<file path="src/rtl/core/carpid_pkg.sv">
// Shared types and constants of the cascaded angle/rate PID controller.
package carpid_pkg;

   // Field widths.
   localparam int DATA_W = 32;
   localparam int LIM_W  = 31;
   localparam int OPND_W = 33;
   localparam int PROD_W = 64;
   localparam int TERM_W = 48;
   localparam int ACC_W  = 51;
   localparam int ADDR_W = 5;

   // Register map, one 32-bit word per register.
   typedef enum logic [2:0] {
      REG_ANGLE_P = 3'd0,
      REG_ANGLE_I = 3'd1,
      REG_ANGLE_D = 3'd2,
      REG_RATE_P  = 3'd3,
      REG_RATE_I  = 3'd4,
      REG_RATE_D  = 3'd5,
      REG_LIMIT   = 3'd6
   } reg_index_type;

   // Register reset values.
   localparam logic [DATA_W-1:0] ANGLE_P_RST = 32'd589824;
   localparam logic [DATA_W-1:0] ANGLE_I_RST = 32'd1311;
   localparam logic [DATA_W-1:0] ANGLE_D_RST = 32'd22938;
   localparam logic [DATA_W-1:0] RATE_P_RST  = 32'd72090;
   localparam logic [DATA_W-1:0] RATE_I_RST  = 32'd0;
   localparam logic [DATA_W-1:0] RATE_D_RST  = 32'd0;
   localparam logic [LIM_W-1:0]  LIMIT_RST   = 31'd131072;

   // Current gain set as seen by the datapath.
   typedef struct packed {
      logic [DATA_W-1:0] angle_p;
      logic [DATA_W-1:0] angle_i;
      logic [DATA_W-1:0] angle_d;
      logic [DATA_W-1:0] rate_p;
      logic [DATA_W-1:0] rate_i;
      logic [DATA_W-1:0] rate_d;
      logic [LIM_W-1:0]  limit;
   } gains_type;

   // Operand pair routed to the shared multiplier.
   typedef enum logic [3:0] {
      MUL_AP_AE   = 4'd0,
      MUL_AE_RCP  = 4'd1,
      MUL_RE_RCP  = 4'd2,
      MUL_QAE_HZ  = 4'd3,
      MUL_QRE_HZ  = 4'd4,
      MUL_DIFF_HZ = 4'd5,
      MUL_RP_RE   = 4'd6,
      MUL_RD_DR   = 4'd7,
      MUL_AD_RATE = 4'd8,
      MUL_RI_RSUM = 4'd9,
      MUL_AI_ASUM = 4'd10
   } mul_sel_type;

   // Command word from the sequencer to the datapath.
   typedef struct packed {
      mul_sel_type mul_sel;
      logic        ld_in;
      logic        wr_re;
      logic        wr_qae;
      logic        wr_qre;
      logic        fix_ae;
      logic        fix_re;
      logic        wr_dr;
      logic        upd_sums;
      logic        acc_clr;
      logic        acc_add;
      logic        upd_last;
      logic        wr_out;
   } cmd_type;

endpackage

</file>
<file path="src/rtl/core/carpid_csr.sv">
// APB register file holding the gains and the integral limit.
module carpid_csr (
   input  logic                              clock,
   input  logic                              reset,
   input  logic                              psel,
   input  logic                              penable,
   input  logic                              pwrite,
   input  logic [carpid_pkg::ADDR_W-1:0]     paddr,
   input  logic [carpid_pkg::DATA_W-1:0]     pwdata,
   output logic [carpid_pkg::DATA_W-1:0]     prdata,
   output logic                              pready,
   output carpid_pkg::gains_type             gains
);

   carpid_pkg::gains_type     gains_ff;
   carpid_pkg::gains_type     gains_in;
   carpid_pkg::reg_index_type idx;
   logic                      wr_en;

   assign pready = 1'b1;
   assign idx    = carpid_pkg::reg_index_type'(paddr[carpid_pkg::ADDR_W-1:2]);
   assign wr_en  = psel && penable && pwrite;
   assign gains  = gains_ff;

   // Register write decode; an address past the map is ignored.
   always_comb begin
      gains_in = gains_ff;
      if (wr_en) begin
         unique case (idx)
            carpid_pkg::REG_ANGLE_P: gains_in.angle_p = pwdata;
            carpid_pkg::REG_ANGLE_I: gains_in.angle_i = pwdata;
            carpid_pkg::REG_ANGLE_D: gains_in.angle_d = pwdata;
            carpid_pkg::REG_RATE_P:  gains_in.rate_p  = pwdata;
            carpid_pkg::REG_RATE_I:  gains_in.rate_i  = pwdata;
            carpid_pkg::REG_RATE_D:  gains_in.rate_d  = pwdata;
            carpid_pkg::REG_LIMIT:   gains_in.limit   = pwdata[carpid_pkg::LIM_W-1:0];
            default: ;
         endcase
      end
   end

   always_ff @(posedge clock) begin
      if (reset) begin
         gains_ff.angle_p <= carpid_pkg::ANGLE_P_RST;
         gains_ff.angle_i <= carpid_pkg::ANGLE_I_RST;
         gains_ff.angle_d <= carpid_pkg::ANGLE_D_RST;
         gains_ff.rate_p  <= carpid_pkg::RATE_P_RST;
         gains_ff.rate_i  <= carpid_pkg::RATE_I_RST;
         gains_ff.rate_d  <= carpid_pkg::RATE_D_RST;
         gains_ff.limit   <= carpid_pkg::LIMIT_RST;
      end else begin
         gains_ff <= gains_in;
      end
   end

   // Read mux.
   always_comb begin
      unique case (idx)
         carpid_pkg::REG_ANGLE_P: prdata = gains_ff.angle_p;
         carpid_pkg::REG_ANGLE_I: prdata = gains_ff.angle_i;
         carpid_pkg::REG_ANGLE_D: prdata = gains_ff.angle_d;
         carpid_pkg::REG_RATE_P:  prdata = gains_ff.rate_p;
         carpid_pkg::REG_RATE_I:  prdata = gains_ff.rate_i;
         carpid_pkg::REG_RATE_D:  prdata = gains_ff.rate_d;
         carpid_pkg::REG_LIMIT:   prdata = {1'b0, gains_ff.limit};
         default:                 prdata = '0;
      endcase
   end

endmodule

</file>
<file path="config.mk">
export PLATFORM = sky130hd
export DESIGN_NAME = carpid_csr
export DESIGN_NICKNAME = d
export VERILOG_FILES = /design/src/rtl/core/carpid_pkg.sv /design/src/rtl/core/carpid_csr.sv
export SDC_FILE = /design/constraint.sdc
export NUM_CORES = 1
export LEC_CHECK = 0
export ABC_CLOCK_PERIOD_IN_PS = 1300
export CAP_MARGIN = 30
export CORE_UTILIZATION = 40
export CTS_CLUSTER_DIAMETER = 50
export CTS_CLUSTER_SIZE = 16
export DETAILED_ROUTE_END_ITERATION = 10
export DONT_BUFFER_PORTS = 1
export GPL_ROUTABILITY_DRIVEN = 0
export PLACE_DENSITY_LB_ADDON = 0.3
export SLEW_MARGIN = 20
export SYNTH_ARGS = -nofsm -noshare
export SYNTH_HDL_FRONTEND = slang
export SYNTH_SLANG_ARGS = --single-unit
</file>
<file path="constraint.sdc">
create_clock -name clock -period 1.3 [get_ports clock]
set_input_delay 0 -clock clock [delete_from_list [all_inputs] [get_ports clock]]
set_output_delay 0 -clock clock [all_outputs]
set_load 0.05 [all_outputs]
</file>
Yosys cells after proc, flatten, opt, wreduce, memory -nomap -nowiden
Index checks and enable logic that the tools add are counted.

Add/sub/neg operators: 0. $mul: 0. Div/mod/pow operators: 0. $lt $le $gt $ge: 0. Equal/unequal tests: 6. Shift operators: 0. Multiplexer cells: 1. Bitwise logic cells: 0. Reduce and logical (&&, ||, !) cells: 10.

Operator list (number): 32-bit one-hot mux with 7 select lines (1); 2-bit AND reduction (7); 3-bit equality test (second input constant) (3); 3-bit by 2-bit equality test with 1-bit output (second input constant) (2); 3-bit by 1-bit equality test with 1-bit output (second input constant) (1); 3-bit logical NOT (1); 1-bit logical AND (2).

Bits in registers: 223. Latch bits: 0. Bits in writable memories: 0. Memory bits (read-only): 0. Bits of input ports: 42. Output and inout bits: 256. Logic and storage cells: 24. Memories kept: 0.

Logic depth before layout (Yosys ltp)
Depth in word-level cells: 3. Mapped depth: 6. Depth with buffers taken out: 3.

Worst setup path before layout
Ideal clock, no wire load.

Kind: register to output. From: register gains_ff, in the netlist gains[113]. To: output prdata[18] (netlist name). Arrival: 2215 ps. Setup slack: -915 ps. Stages on the path, launching flop included: 4. Cell sequence: dfxtp_1 mux2i_1 o221a_2 a221oi_1.

Cells in the longest elaborated chain, start to end: 1.

RTL lines: start, declared (RTL line carpid_csr.sv:15) `carpid_pkg::gains_type gains_ff;`; start signal, assigned (RTL line carpid_csr.sv:52) `gains_ff <= gains_in;`; 32-bit one-hot mux with 7 select lines (RTL line carpid_csr.sv:58) `unique case (idx)`; end, declared (RTL line carpid_csr.sv:10) `output logic [carpid_pkg::DATA_W-1:0] prdata,`.

No other way between the ends.

Worst setup path in the final report
From: register gains_ff, in the netlist gains[11]. To: output prdata[11] (netlist name).

The elaborated chain is that of the path after synthesis.

==> results.py <==
metrics = {
    "outcome": {
        "status": "finished, violations left",
        "violations": "negative hold slack, negative setup slack",
    },
    "synthesis": {
        "avgSynthCellArea_um2": 9.87,
        "seq_area_frac_synth_pct": 42.1,
        "synth.net_count": 1117,
        "synth_fa_ha_area_share_pct": 0,
        "yosysTopAreaCell": "dfxtp_1",
        "synth.mux.area_fraction_pct": 24.0,
        "synth_compound_area_share_pct": 11.1,
        "synth_area_leaders": "dfxtp_1 42%, mux2i_1 23%, nand2b_1 10%, a21oi_1 2.6%, nand3_1 2.6%",
        "ys_types": 39,
        "synth-simple-area-share_pct": 16.5,
        "ys.warnings.count": 0,
        "syn_area_um2": 10600,
        "synth_top_family_by_area": "multiplexers",
        "yosysTopAreaCellShare_pct": 42.1,
        "synth_xor_xnor_area_share_pct": 0,
        "syn_inst": 1075,
        "ys_ff_latch": 223,
    },
    "timing": {
        "worst_pin_slew_ns": 0.935,
        "relSlewSlack_pct": 37.5,
        "min_period_ns": 1.81,
        "finalHoldViolations": 208,
        "timing.fmax_ghz": 0.553,
        "final-setup-viol-count": 32,
        "slew_violations": 0,
        "rsz0062_at_grt": "true",
        "finalHoldWorstSlack_ns": -0.480,
        "finalCritPeriodShare_pct": 139,
        "setup_tns_ns": -10.90,
        "fin_worst_skew_ns": 0,
        "layout_setup_ws_ns": -0.509,
    },
    "placement": {
        "dp_hpwl_um": 25100,
        "placedCellCount": 1607,
        "portBuffers": 0,
        "post-place-ws_ns": 0.00632,
    },
    "hold_path": {
        "hold_class": "input port to flop",
    },
    "floorplanning": {
        "rows": 59,
        "die-area_um2": 27200,
        "coreArea_um2": 26100,
        "io_pins": 298,
        "fp.dieH_um": 165,
        "start_util_pct": 40.7,
        "fp.dieW_um": 165,
    },
    "route": {
        "drt_first_pass_iters": 5,
        "via_per_inst": 5.50,
        "final_antenna_net_count": 0,
        "via_count": 9490,
        "routed_wl_um": 38800,
        "drc": 0,
        "routedWlPerCell_um": 22.5,
        "drtIter0Drc": 703,
    },
    "global_route": {
        "antenna_found_initial": 0,
        "grt_pass1_vias": 9739,
        "grt_overflow": 0,
        "grt.total_usage_pct": 27.9,
        "grt_pass1_wl_um": 57700,
        "grt_max_degree": 269,
    },
    "worst_setup_path": {
        "critPathKind": "flop to primary output",
        "cp_data_arrival_time_ns": 1.81,
        "critPathRequiredTime_ns": 1.30,
        "crit_path_end_kind": "primary output",
        "critPathMaxFanout": 2,
        "start_kind": "flop",
    },
    "pwr": {
        "power.leakage_nw": 6.99,
        "sw_frac_of_total_pct": 24.6,
        "p_int_w": 0.0133,
        "power_density_nw_per_um2": 1100,
        "p_switching_w": 0.00434,
        "clkPwrFrac_pct": 51.2,
        "combPwrFrac_pct": 10.8,
        "p_total_w": 0.0177,
        "power_frac_seq_pct": 38.1,
        "ir_drop_mv": 0.970,
    },
    "clocking": {
        "cts_root_buf": "clkbuf_16",
        "htreeDepth": 1,
        "cts.sinks": 223,
        "cts_tree": "built",
        "clk_pin_slew_ns": 0.06,
        "clock_latency_ns": 0.54,
        "cts_buffers": 29,
        "clockBufferDepth": 3,
    },
    "layout": {
        "layout.cells.non_filler": 1724,
        "largest_register_ffs": 223,
        "area_growth_pct": 51.8,
        "num_antenna_cells": 0,
        "finalNetCount": 1409,
        "drive_gt1_share_pct": 46.8,
        "fillers": 2060,
    },
    "job": {
        "max_cap_viol_count": 0,
    },
}
[power groups by stage]
stage	Clock, W	Combinational, W	Sequential (W)
floorplan	0	0.00113	0.00706
global placement	0	0.00171	0.00688
detailed placement	0	0.00172	0.00688
CTS	0.00918	0.00187	0.00673
global route	0.00947	0.00197	0.00673
finish	0.00904	0.00190	0.00673
[layout by cell type (no fill, tap or decap), drive strengths merged, types with 8 or more instances in the layout]
master,count
o21ai,56
nand3b,9
dfxtp,223
mux2i,239
nand3,57
buf,304
nand2b,175
nor2,41
dlygate4sd3,57
inv,27
clkinv,8
a221oi,21
mux2,12
a222oi,9
clkbuf,30
o221a,21
bufinv,8
o211ai,9
a21oi,56
[cells by family (layout without fill, tap and decap cells)]
kind of cell    after synthesis  count (layout)
compound gates              177             177
other cells                   1               1
buf+inv                     122             436
simple gates                300             300
flops                       223             223
mux                         252             252
[final cells by class]
class,instances,area (um^2),share of cell area [%]
Multi-Input combinational cell,730,6130,38.0
Sequential cell,223,4950,30.7
Inverter,22,82.6,0.513
Clock buffer,30,739,4.59
Timing Repair Buffer,361,3440,21.3
Tap cell,335,419,2.60
Clock inverter,23,352,2.18
[worst paths after layout]
kind | start | to | slack (ns) | depth (start not counted)
setup / recovery | gains[11] | prdata[11] | -0.51 | 4
hold / removal | reset | gains[78] | -0.48 | 1
setup reg to reg | gains[138] | gains[138] | 0.03 | 3
hold reg to reg | gains[200] | gains[200] | 0.68 | 3
[cell usage after synthesis]
| cell type | n |
|---|---|
| mux2i_1 | 239 |
| nand3_2 | 1 |
| nand2_2 | 3 |
| buf_2 | 24 |
| mux4_2 | 1 |
| or2_2 | 1 |
| and2_1 | 1 |
| and4b_1 | 1 |
| buf_4 | 18 |
| conb_1 | 1 |
| o21ai_0 | 52 |
| o221a_2 | 21 |
| nand2b_1 | 175 |
| o21ai_1 | 4 |
| buf_8 | 2 |
| nand2_1 | 3 |
| a211o_1 | 1 |
| nor2_1 | 41 |
| nor2b_1 | 4 |
| a221oi_1 | 21 |
| a222oi_1 | 9 |
| mux2_2 | 12 |
| a21oi_1 | 56 |
| a22oi_1 | 1 |
| o22ai_1 | 1 |
| buf_6 | 12 |
| o211ai_1 | 9 |
| nor3_4 | 1 |
| clkbuf_1 | 41 |
| and4_1 | 1 |
| inv_1 | 22 |
| buf_1 | 3 |
| a21boi_0 | 1 |
| a32oi_1 | 1 |
| nand3b_1 | 9 |
| and3b_1 | 2 |
| dfxtp_1 | 223 |
| nand3_1 | 56 |
| nand4b_4 | 1 |
[critical path, stage by stage (launching register included)]
cell      delay [ns]
dfxtp_4         0.34
mux2_2          0.26
a222oi_1        0.22
o211ai_1        0.23
buf_12          0.21
[layer usage]
| layer | up-vias | share of wire, % | track usage (%) |
|---|---|---|---|
| li1 | 4406 | - | - |
| met1 | 4626 | 40 | 33.8 |
| met2 | 385 | 49 | 47.0 |
| met3 | 73 | 8.5 | 7.79 |
| met4 | 0 | 3.1 | 9.92 |
| met5 | - | 0 | 0 |
[per-stage QoR]
| stage | utilization, % | cell area (um^2) |
|---|---|---|
| final | 61.8 | 16100 |
| after global routing | 61.8 | 16100 |
| after CTS | 61.4 | 16000 |
| after detailed placement | 54.3 | 14200 |
| after global placement | 54.3 | 14200 |
| after floorplan | - | 11500 |
[what timing repair did]
item | 4_1_cts | 5_1_grt
endpoints found under the hold margin | 223 | 208
endpoints found under the setup margin | 32 | 34
buffers inserted | 5 | 2
resized for setup | 36 | 25
hold buffers | 56 | 2
pin swaps | 27 | 27
No activity file was read; power rests on OpenSTA's default activity.
