<file path="src/rtl/core/carpid_pkg.sv">
// Shared types and constants of the cascaded angle/rate PID controller.
package carpid_pkg;

   // Field widths.
   localparam int DATA_W = 32;
   localparam int LIM_W  = 31;
   localparam int OPND_W = 33;
   localparam int PROD_W = 64;
   localparam int TERM_W = 48;
   localparam int ACC_W  = 51;
   localparam int ADDR_W = 5;

   // Register map, one 32-bit word per register.
   typedef enum logic [2:0] {
      REG_ANGLE_P = 3'd0,
      REG_ANGLE_I = 3'd1,
      REG_ANGLE_D = 3'd2,
      REG_RATE_P  = 3'd3,
      REG_RATE_I  = 3'd4,
      REG_RATE_D  = 3'd5,
      REG_LIMIT   = 3'd6
   } reg_index_type;

   // Register reset values.
   localparam logic [DATA_W-1:0] ANGLE_P_RST = 32'd589824;
   localparam logic [DATA_W-1:0] ANGLE_I_RST = 32'd1311;
   localparam logic [DATA_W-1:0] ANGLE_D_RST = 32'd22938;
   localparam logic [DATA_W-1:0] RATE_P_RST  = 32'd72090;
   localparam logic [DATA_W-1:0] RATE_I_RST  = 32'd0;
   localparam logic [DATA_W-1:0] RATE_D_RST  = 32'd0;
   localparam logic [LIM_W-1:0]  LIMIT_RST   = 31'd131072;

   // Current gain set as seen by the datapath.
   typedef struct packed {
      logic [DATA_W-1:0] angle_p;
      logic [DATA_W-1:0] angle_i;
      logic [DATA_W-1:0] angle_d;
      logic [DATA_W-1:0] rate_p;
      logic [DATA_W-1:0] rate_i;
      logic [DATA_W-1:0] rate_d;
      logic [LIM_W-1:0]  limit;
   } gains_type;

   // Operand pair routed to the shared multiplier.
   typedef enum logic [3:0] {
      MUL_AP_AE   = 4'd0,
      MUL_AE_RCP  = 4'd1,
      MUL_RE_RCP  = 4'd2,
      MUL_QAE_HZ  = 4'd3,
      MUL_QRE_HZ  = 4'd4,
      MUL_DIFF_HZ = 4'd5,
      MUL_RP_RE   = 4'd6,
      MUL_RD_DR   = 4'd7,
      MUL_AD_RATE = 4'd8,
      MUL_RI_RSUM = 4'd9,
      MUL_AI_ASUM = 4'd10
   } mul_sel_type;

   // Command word from the sequencer to the datapath.
   typedef struct packed {
      mul_sel_type mul_sel;
      logic        ld_in;
      logic        wr_re;
      logic        wr_qae;
      logic        wr_qre;
      logic        fix_ae;
      logic        fix_re;
      logic        wr_dr;
      logic        upd_sums;
      logic        acc_clr;
      logic        acc_add;
      logic        upd_last;
      logic        wr_out;
   } cmd_type;

endpackage

</file>
<file path="src/rtl/core/carpid_ctrl.sv">
// Sequencer: steps one tick through the shared multiplier and drives the handshakes.
module carpid_ctrl (
   input  logic                clock,
   input  logic                reset,
   input  logic                req_valid,
   output logic                req_ready,
   output logic                rsp_valid,
   input  logic                rsp_ready,
   output carpid_pkg::cmd_type cmd
);

   typedef enum logic [13:0] {
      ST_IDLE = 14'b00000000000001,
      ST_M0   = 14'b00000000000010,
      ST_M1   = 14'b00000000000100,
      ST_M2   = 14'b00000000001000,
      ST_M3   = 14'b00000000010000,
      ST_M4   = 14'b00000000100000,
      ST_M5   = 14'b00000001000000,
      ST_M6   = 14'b00000010000000,
      ST_M7   = 14'b00000100000000,
      ST_M8   = 14'b00001000000000,
      ST_M9   = 14'b00010000000000,
      ST_M10  = 14'b00100000000000,
      ST_M11  = 14'b01000000000000,
      ST_M12  = 14'b10000000000000
   } state_type;

   state_type state_ff;
   state_type state_in;
   logic      rsp_valid_ff;
   logic      rsp_valid_in;
   logic      out_busy;

   assign req_ready = (state_ff == ST_IDLE);
   assign rsp_valid = rsp_valid_ff;
   // The result register is still holding a beat that has not been taken.
   assign out_busy  = rsp_valid_ff && !rsp_ready;

   // Step decode: steps M0 to M10 each launch one product; steps M1 to M11 retire the one before.
   always_comb begin
      cmd          = '0;
      cmd.mul_sel  = carpid_pkg::MUL_AP_AE;
      state_in     = state_ff;
      unique case (state_ff)
         ST_IDLE: begin
            if (req_valid) begin
               cmd.ld_in = 1'b1;
               state_in  = ST_M0;
            end
         end
         ST_M0: begin
            cmd.mul_sel = carpid_pkg::MUL_AP_AE;
            state_in    = ST_M1;
         end
         ST_M1: begin
            cmd.wr_re   = 1'b1;
            cmd.mul_sel = carpid_pkg::MUL_AE_RCP;
            state_in    = ST_M2;
         end
         ST_M2: begin
            cmd.wr_qae  = 1'b1;
            cmd.mul_sel = carpid_pkg::MUL_AD_RATE;
            state_in    = ST_M3;
         end
         ST_M3: begin
            cmd.acc_clr = 1'b1;
            cmd.mul_sel = carpid_pkg::MUL_RE_RCP;
            state_in    = ST_M4;
         end
         ST_M4: begin
            cmd.wr_qre  = 1'b1;
            cmd.mul_sel = carpid_pkg::MUL_QAE_HZ;
            state_in    = ST_M5;
         end
         ST_M5: begin
            cmd.fix_ae  = 1'b1;
            cmd.mul_sel = carpid_pkg::MUL_QRE_HZ;
            state_in    = ST_M6;
         end
         ST_M6: begin
            cmd.fix_re  = 1'b1;
            cmd.mul_sel = carpid_pkg::MUL_DIFF_HZ;
            state_in    = ST_M7;
         end
         ST_M7: begin
            cmd.wr_dr    = 1'b1;
            cmd.upd_sums = 1'b1;
            cmd.mul_sel  = carpid_pkg::MUL_RP_RE;
            state_in     = ST_M8;
         end
         ST_M8: begin
            cmd.acc_add = 1'b1;
            cmd.mul_sel = carpid_pkg::MUL_RD_DR;
            state_in    = ST_M9;
         end
         ST_M9: begin
            cmd.acc_add = 1'b1;
            cmd.mul_sel = carpid_pkg::MUL_RI_RSUM;
            state_in    = ST_M10;
         end
         ST_M10: begin
            cmd.acc_add = 1'b1;
            cmd.mul_sel = carpid_pkg::MUL_AI_ASUM;
            state_in    = ST_M11;
         end
         ST_M11: begin
            cmd.acc_add  = 1'b1;
            cmd.upd_last = 1'b1;
            state_in     = ST_M12;
         end
         ST_M12: begin
            // Hold here until the result register is free.
            if (!out_busy) begin
               cmd.wr_out = 1'b1;
               state_in   = ST_IDLE;
            end
         end
         default: state_in = ST_IDLE;
      endcase
   end

   // Result valid flag: set on load, cleared when the beat is taken.
   always_comb begin
      rsp_valid_in = rsp_valid_ff;
      if (cmd.wr_out) begin
         rsp_valid_in = 1'b1;
      end else if (rsp_ready) begin
         rsp_valid_in = 1'b0;
      end
   end

   always_ff @(posedge clock) begin
      if (reset) begin
         state_ff     <= ST_IDLE;
         rsp_valid_ff <= 1'b0;
      end else begin
         state_ff     <= state_in;
         rsp_valid_ff <= rsp_valid_in;
      end
   end

`ifndef NO_ASSERTIONS
   a_one_tick_at_a_time: assert property (@(posedge clock) disable iff (reset)
      (req_valid && req_ready) |=> !req_ready)
      else $error("second tick accepted while one is in progress");

   a_no_overwrite: assert property (@(posedge clock) disable iff (reset)
      cmd.wr_out |-> !(rsp_valid && !rsp_ready))
      else $error("result register overwritten before its beat was taken");

   a_result_shown: assert property (@(posedge clock) disable iff (reset)
      cmd.wr_out |=> rsp_valid)
      else $error("result loaded but not presented");
`endif

endmodule

</file>
<file path="config.mk">
export PLATFORM = sky130hd
export DESIGN_NAME = carpid_ctrl
export DESIGN_NICKNAME = d
export VERILOG_FILES = /design/src/rtl/core/carpid_pkg.sv /design/src/rtl/core/carpid_ctrl.sv
export SDC_FILE = /design/constraint.sdc
export NUM_CORES = 1
export LEC_CHECK = 0
export ABC_AREA = 0
export ABC_CLOCK_PERIOD_IN_PS = 4500
export BUFFER_PORTS_ARGS = -buffer_cell sky130_fd_sc_hd__buf_2
export CELL_PAD_IN_SITES_DETAIL_PLACEMENT = 1
export CELL_PAD_IN_SITES_GLOBAL_PLACEMENT = 1
export CORE_AREA = 5 5 64 66
export CTS_CLUSTER_SIZE = 12
export DETAILED_ROUTE_END_ITERATION = 6
export DIE_AREA = 0 0 69 71
export PLACE_DENSITY_LB_ADDON = 0.3
export SLEW_MARGIN = 15
export SYNTH_ARGS = -nofsm -noshare
export SYNTH_HDL_FRONTEND = slang
export SYNTH_SLANG_ARGS = --single-unit
export TNS_END_PERCENT = 10
</file>
<file path="constraint.sdc">
create_clock -name clock -period 4.5 [get_ports clock]
set_input_delay 0.225 -clock clock [delete_from_list [all_inputs] [get_ports clock]]
set_output_delay 0.225 -clock clock [all_outputs]
set_load 0.02 [all_outputs]
</file>
---- Word level (Yosys, flattened, before mapping) ----
Cells that the tools add are included.
word-level totals
  memory bits (writable) .................. 0
  register bits after elaboration ......... 15
  memories ................................ 0
  output and inout bits ................... 18
  latch bits .............................. 0
  memory bits (read-only) ................. 0
  word-level logic and storage cells ...... 42
cells by class
  shift-type cells ........................ 0
  multiplexer cells ....................... 19
  bitwise logic cells ..................... 0
  $lt $le $gt $ge ......................... 0
  equal/unequal tests ..................... 16
  reductions and logical operators ........ 5
  multipliers ............................. 0
  add/subtract/negate cells ............... 0
  divide/modulo/power cells ............... 0
operator list
  cell                    count
  $pmux W14 S14           1
  $pmux W4 S10            1
  $mux W14                2
  $eq A14 B1 Y1 const B   1
  $eq A14 B10 Y1 const B  1
  $eq A14 B11 Y1 const B  1
  $eq A14 B12 Y1 const B  1
  $eq A14 B13 Y1 const B  1
  $eq A14 B14 Y1 const B  1
  $eq A14 B2 Y1 const B   1
  $eq A14 B3 Y1 const B   1
  $eq A14 B4 Y1 const B   1
  $eq A14 B5 Y1 const B   1
  $eq A14 B6 Y1 const B   1
  $eq A14 B7 Y1 const B   1
  $eq A14 B8 Y1 const B   1
  $eq A14 B9 Y1 const B   1
  $mux W1                 14
  $ne A2 B2 Y1 const B    2
  $reduce_or A4 Y1        1
  $mux W2                 1
  $reduce_and A2 Y1       1
  $reduce_bool A2 Y1      1
  $logic_and A1 B1 Y1     1
  $logic_not A1 Y1        1

---- Logic depth before layout (Yosys ltp) ----
Gate-level depths: netlist of the first run.
  word-level depth ........................ 5
  mapped depth ............................ 7

---- Least setup slack after synthesis of the first run ----
No wires, ideal clock.
  path kind ............................... reg-to-reg
  from .................................... register state_ff[1]
  to ...................................... register state_ff[5]
  stages on the path, launching flop included .. 6
  data arrival time ....................... 1795 ps
  setup slack ............................. 2632 ps
  path buffers ............................ 1
  cell sequence ........................... dfxtp_1 > buf_4 > nor4_4 > nand4_2 > nor3b_1 > nor3b_2
between the ends
  longest elaborated chain between the ends .. 3
  elaborated cells on any way between the ends .. 18
  classes of those cells .................. 16 x eq/ne; 1 x mux; 1 x reduce/logical
RTL lines
  item                                             RTL line            RTL
  start: declaration                               carpid_ctrl.sv:29   state_type state_ff;
  start signal: assignment                         carpid_ctrl.sv:138  state_ff <= state_in;
  $eq A14 B14 Y1 or $eq A14 B1 Y1 (tied branches)  carpid_ctrl.sv:45   unique case (state_ff)
  $ne A2 B2 Y1 (no source line)                    n/a
  $reduce_and A2 Y1 (no source line)               n/a
Several ways; a longest one is shown, not always the timed one.
A chain may end at the register's enable or synchronous reset.

==> metrics.md, run 1 <==
| Metric | Value |
|---|---|
| CP required | 4280 ps |
| Area of the core | 0.003523 mm² |
| Critical R2R Capture | state_ff[2]$_SDFFE_PP0P_ |
| Setup slack, reg-to-reg | 2460 ps |
| Status | completed |
| Max_cap viols | 0 |
| First-pass GRT wire length | 4678 µm |
| Crit Path Class | register to output pin |
| Grt total ovfl | 0 |
| Post_cts resized | 0 |
| Vias in the first global route | 962 |
| Clock sink count | 15 |
| Slew Limit Fails | 0 |
| Hold Path Sink | state_ff[1]$_SDFFE_PP0P_ |
| Die height | 71 µm |
| Clock Pin Slew Worst Setup and Hold Paths | ~90 ps |
| Number of vias in the routed layout | 932 |
| Fin util | 31.92% |
| CTS tree | built |
| Gate Count Post-Synth | 125 |
| Post-CTS Setup Inserts | 0 |
| Area of the multi-input gates | a little over 600 µm² |
| Die extent in x | 69 µm |
| RSZ-0062 raised after global routing | false |
| CTS buffer count | 3 |
| Post-synth top area cell | dfxtp_1 |
| Initial antenna violation count | 0 |
| IO Count | 22 |
| Hold Buf Count CTS | 0 |
| Clk_lat worst skew | 300 ps |
| Vias per Instance | 4.905 |
| I/O Buffers | 21 |
| Dpl hpwl | 2205 µm |
| Min-delay src | reset |
| Crit path capture type | output pin |
| R2r worst-path depth | 5 |
| WP data arrival | 2180 ps |
| Synth Area per Inst | 7.868 µm² |
| Post-route insts no fill | 190 |
| Syn_nets | 129 |
| Minimum clock period | ~2400 ps |
| Final Skew | 14.46 ps |
| Ys flop type | dfxtp_1 |
| Crit-path max FO | 8 |
| Synth async-reset ratio | 0% |
| Synth cell types | 37 |
| Fillers | between 400 and 500 |
| Hold/Removal Path Class | primary input to register |
| Top area cells in the synthesized netlist | dfxtp_1 31%, nor2_1 8.0%, nand4b_1 4.5% |
| H-tree depth | 1 |
| Reg area | 300.3 µm² |
| TritonRoute pass-1 iters | 4 |
| Std cell rows | 22 |
| Share of cells above drive strength 1 | 26.06% |
| Post-synth EDFFs | 0 |
| FF+latch count, synth | 15 |
| Routed Antenna Nets | 0 |
| Static leakage | 0.0004957 µW |
| Post-synthesis sequential area ratio | between 30% and 40% |
| Max Clock Freq | 416.7 MHz |
| Crit path launch type | register |
| Placed Cells | 186 |
| GRT Util Overall | 11.65% |
| Max rail drop VDD | 0.1852 mV |
| R2r startpoint | state_ff[0]$_SDFFE_PP1P_ |
| Area share of the largest cell type after synthesis | 30.53% |
| Routed wire length | 2759 µm |
| Maximum number of pins on one net before global-route repair | 11 |
| Diode count | 0 |
| Layout net count | 147 |
| Die footprint | 0.004899 mm² |
| Clock Path Buffers | 2 |
| DRC | 0 |
| Power Density | 264.6 mW/mm² |
| Detailed Route Iter0 Violations | 67 |
| Slew @ Worst Pin | 507.2 ps |
| Final Hold Vio Count | 0 |
| Area of the mapped netlist | 983.4 µm² |
| Final period util | between 50% and 60% |
| P&R area growth vs syn | 14.38% |
| Final setup vio count | 0 |
| Final GP Congestion | just over 0.8 |
| Starting density of the core | around 28% |
| Clock Tree Root | clkbuf_4 |
| Setup_tns | 0 ps |
| Routed len/inst | ~15 µm |
| WHS Path Cells | 2 |
| Synth warn | 0 |
| Slew headroom | 65.93% |
-- layout by cell type (no fill, tap or decap), drive strengths merged --
cell,count
a21oi,5
a31o,1
a31oi,1
and2,2
and3,1
buf,21
clkbuf,4
dfxtp,15
inv,4
nand2,9
nand2b,4
nand3,5
nand3b,1
nand4,5
nand4b,5
nor2,23
nor2b,2
nor3,9
nor3b,3
nor4,3
nor4b,1
o2111ai,1
o211ai,1
o21ai,6
or2,1
or3,1
or3b,1
or4,1
xnor2,2
xor2,4
-- worst max-delay path, cell delays in order, from the launching register on --
cell and delay [ps]:
dfxtp_1 410, nor4_4 550, nand2_1 250, nor2_2 210, nand3_1 150, o211ai_1 130
buf_2 190
-- how the worst max path moves through the flow --
stage | to | slack (ps) | from
after CTS | cmd[13] | 2090 | state_ff[0]$_SDFFE_PP1P_
final | cmd[13] | 2100 | state_ff[0]$_SDFFE_PP1P_
after floorplan | state_ff[5]$_SDFFE_PP0P_ | 2630 | state_ff[1]$_SDFFE_PP0P_
after global placement | state_ff[8]$_SDFFE_PP0P_ | 2460 | state_ff[0]$_SDFFE_PP1P_
after global routing | cmd[13] | 1940 | state_ff[0]$_SDFFE_PP1P_
after detailed placement | cmd[13] | 2430 | state_ff[0]$_SDFFE_PP1P_
-- report_power, final --
group          leakage, µW  internal (µW)  switching [µW]
combinational     0.000359           25.8            42.4
clock            0.0000150           34.5            50.5
sequential        0.000121            137            7.76
total             0.000496            197             101
-- registers in the layout (all words and copies together), names as in the netlist --
signal / cells
rsp_valid: 1
state_ff: 14
-- layer usage --
metal	GRT usage [%]	up-vias	routed length (µm)
met3	3.693	4	117
met1	14.75	439	1271
li1	-	473	-
met2	19.39	16	1344
met4	2.603	0	25
met5	0	-	0
-- cell families after synthesis --
| kind of cell | Yosys count | share of synthesized area, % |
|---|---|---|
| buf+inv | 12 | 6.615 |
| compound gates | 15 | 8.779 |
| flops | 15 | 30.53 |
| xor+xnor | 6 | 5.343 |
| simple gates | 77 | 48.73 |
-- area by class of cell --
cell class / instances / area share, %
clock buffer: 4 / 2.336
inverter: 4 / 1.335
multi-input combinational: 98 / 54.95
sequential: 15 / 26.70
tap: 48 / 5.339
timing repair buffer: 21 / 9.344
-- synthesized netlist by cell type, types with 2 or more instances --
cell,n
a21oi_1,5
and2_1,2
buf_2,3
buf_4,4
dfxtp_1,15
inv_1,4
nand2_1,9
nand2b_1,4
nand3_1,5
nand4_1,4
nand4b_1,5
nor2_1,21
nor2_2,2
nor2b_1,2
nor3_1,6
nor3_2,2
nor3b_1,2
nor4_4,2
o21ai_0,6
xnor2_1,2
xor2_1,4
-- stage by stage --
stage | hold slack, ps | area, µm² | total power (µW) | setup WS, ps
3_5_place_dp | 425.6 | 1099 | 216.4 | 2429
6_report | 114.2 | 1125 | 297.6 | 2100
2_1_floorplan | 294.1 | 983.4 | 200.2 | 2632
5_1_grt | 95.95 | 1125 | 317.9 | 1936
3_3_place_gp | 427.6 | 1099 | 215.1 | 2464
4_1_cts | 105.5 | 1125 | 301.5 | 2089
(Power assumes the default switching activity.)
==> inputs of run 2 (changes only) <==
--- a/config.mk
+++ b/config.mk
@@ -6,7 +6,7 @@
 export NUM_CORES = 1
 export LEC_CHECK = 0
 export ABC_AREA = 0
-export ABC_CLOCK_PERIOD_IN_PS = 4500
+export ABC_CLOCK_PERIOD_IN_PS = 1950
 export BUFFER_PORTS_ARGS = -buffer_cell sky130_fd_sc_hd__buf_2
 export CELL_PAD_IN_SITES_DETAIL_PLACEMENT = 1
 export CELL_PAD_IN_SITES_GLOBAL_PLACEMENT = 1
==> constraint.sdc (replaced) <==
create_clock -name clock -period 1.95 [get_ports clock]
set_input_delay 0.0975 -clock clock [delete_from_list [all_inputs] [get_ports clock]]
set_output_delay 0.0975 -clock clock [all_outputs]
set_load 0.02 [all_outputs]
==> run 2 against run 1 <==
  * Critical path depth is 1 lower
  * Sequential share of layout area is 3.0 points lower
  * Clock skew is 11 ps lower
  * Die area stayed put
  * Flip-flop and latch count stayed put
  * Global-route usage is 0.60 points higher
  * Final cell count is 8.4% higher
  * First-iteration DRC count is 36% lower
  * Non-clock buffer count is 16 higher
  * Wire length is 8.3% higher
  * Largest cell class unchanged
==> metrics.md, run 2 (same netlist as run 1, synthesis figures left out) <==
| Metric | Value |
|---|---|
| Status | completed |
| WP data arrival | around 1900 ps |
| Die footprint | just under 0.005 mm² |
| Share of cells above drive strength 1 | 43.04% |
| Final Hold Vio Count | 0 |
| GRT Util Overall | 12.26% |
| Starting density of the core | 27.91% |
| IO Count | 22 |
| Met3 usage | 3.267% |
| Most flops, register | state_ff |
| Max Clock Freq | between 500 and 600 MHz |
| Fin Hold WS | around 180 ps |
| Routed wire length | 2987 µm |
| Max rail drop VDD | ~0.24 mV |
| Initial antenna violation count | 0 |
| Dpl hpwl | approximately 2200 µm |
| Minimum clock period | 1948 ps |
| Static leakage | 0.0005823 µW |
| Diode count | 0 |
| Final GP Congestion | 0.8133 |
| Clock sink count | 15 |
| Met1 GRT Util | between 10% and 20% |
| First-pass GRT wire length | between 4000 and 5000 µm |
| Max_cap viols | 0 |
| Crit-path max FO | 4 |
| Routed Antenna Nets | 0 |
| Final period util | between 90 and 100% |
| Clock Tree Root | clkbuf_4 |
| Crit path capture type | output pin |
| Total Power | 746.8 µW |
| Slew Limit Fails | 0 |
| Setup ws final | 1.910 ps |
| TritonRoute pass-1 iters | 4 |
| Worst slack at placement | 115.5 ps |
| P&R area growth vs syn | 34.10% |
| Layout net count | 163 |
| Maximum number of pins on one net before global-route repair | 9 |
| Hold/Removal Path Class | primary input to register |
| Slew @ Worst Pin | approximately 410 ps |
| RSZ-0062 raised after global routing | true |
| Most frequent cells in the layout | 17 x nor2_1, 17 x buf_2, 17 x buf_4 |
| DRC | 0 |
| Clk_lat worst skew | 280 ps |
| Number of vias in the routed layout | 1,017 |
| Slew headroom | ~72% |
| Routed len/inst | 14.50 µm |
| Max reg flops | 14 |
| Crit path launch type | register |
| Grt total ovfl | 0 |
| Std cell rows | 22 |
| Final setup vio count | 0 |
| Final Skew | around 3.3 ps |
| Most crowded layer after global routing | met2 |
| Fin util | 37.43% |
| Fillers | 471 |
| Final Cell Area | 0.001319 mm² |
| Detailed Route Iter0 Violations | 43 |
| CTS tree | built |
| Crit Path Class | register to output pin |
| Met2 usage | 22.03% |
| I/O Buffers | 21 |
| Die height | 71 µm |
| Clock Path Buffers | 2 |
| CTS buffer count | 3 |
| CP required | approximately 1900 ps |
| H-tree depth | 1 |
| Vias in the first global route | 1,054 |
| Die extent in x | 69 µm |
| Area of the core | 0.003523 mm² |
| Placed Area | ~0.0011 mm² |
| Clock Pin Slew Worst Setup and Hold Paths | 100 ps |
| Power Density | about 570 mW/mm² |
| Vias per Instance | about 4.9 |
==> run 2: changes by cell type in the layout (fill, tap and decap cells not counted), sizes merged <==
cell         before  now
buf              21   36
dlygate4sd3       0    1
==> run 2: metal layers <==
metal,vias to the layer above,share of wire [%]
met5,-,0
met4,0,0.64
met3,2,3.3
met2,15,51
met1,494,45
li1,506,-
==> run 2: path summary, 6_finish.rpt <==
kind / from / to / slack (ps) / cells after the start
setup / recovery: state_ff[1]$_SDFFE_PP0P_ / cmd[12] / 2 / 5
hold / removal: rsp_ready / rsp_valid$_SDFFE_PP0P_ / 180 / 3
setup reg to reg: state_ff[1]$_SDFFE_PP0P_ / state_ff[8]$_SDFFE_PP0P_ / 100 / 8
hold reg to reg: state_ff[1]$_SDFFE_PP0P_ / state_ff[2]$_SDFFE_PP0P_ / 510 / 2
==> run 2: where the power goes <==
part | internal (µW) | leakage, µW | switching, µW | total (µW)
registers | 316 | 0.000125 | 11.9 | 328
clock network | 79.4 | 0.0000150 | 109 | 189
logic | 105 | 0.000442 | 125 | 230
==> run 2: worst max-delay path, cell delays in order (launching register included) <==
cell and delay, ps:
dfxtp_4 370, nor4_4 390, nand4_2 150, or3b_4 410, nand4_1 90, buf_4 150
==> run 2: what timing repair did <==
item                       4_1_cts  5_1_grt
gates resized for setup          9       17
setup buffers                    8        2
pin swaps                        6        4
setup endpoints to repair       11       16
hold buffers                     1        0
hold endpoints to repair         2        0
==> run 2: area by class of cell <==
type                            instances  area [µm²]  area share, %
Clock buffer                            4       26.28          1.992
Inverter                                4       15.01          1.139
Multi-Input combinational cell         98       659.4          50.00
Sequential cell                        15       312.8          23.72
Tap cell                               48       60.06          4.554
Timing Repair Buffer                   37       245.2          18.60
==> run 2: through the flow <==
step	setup TNS (ps)	std cells
finish	0	206
global route	-473.0	206
CTS	-23.94	204
detailed placement	0	191
global placement	0	191
floorplan	0	125
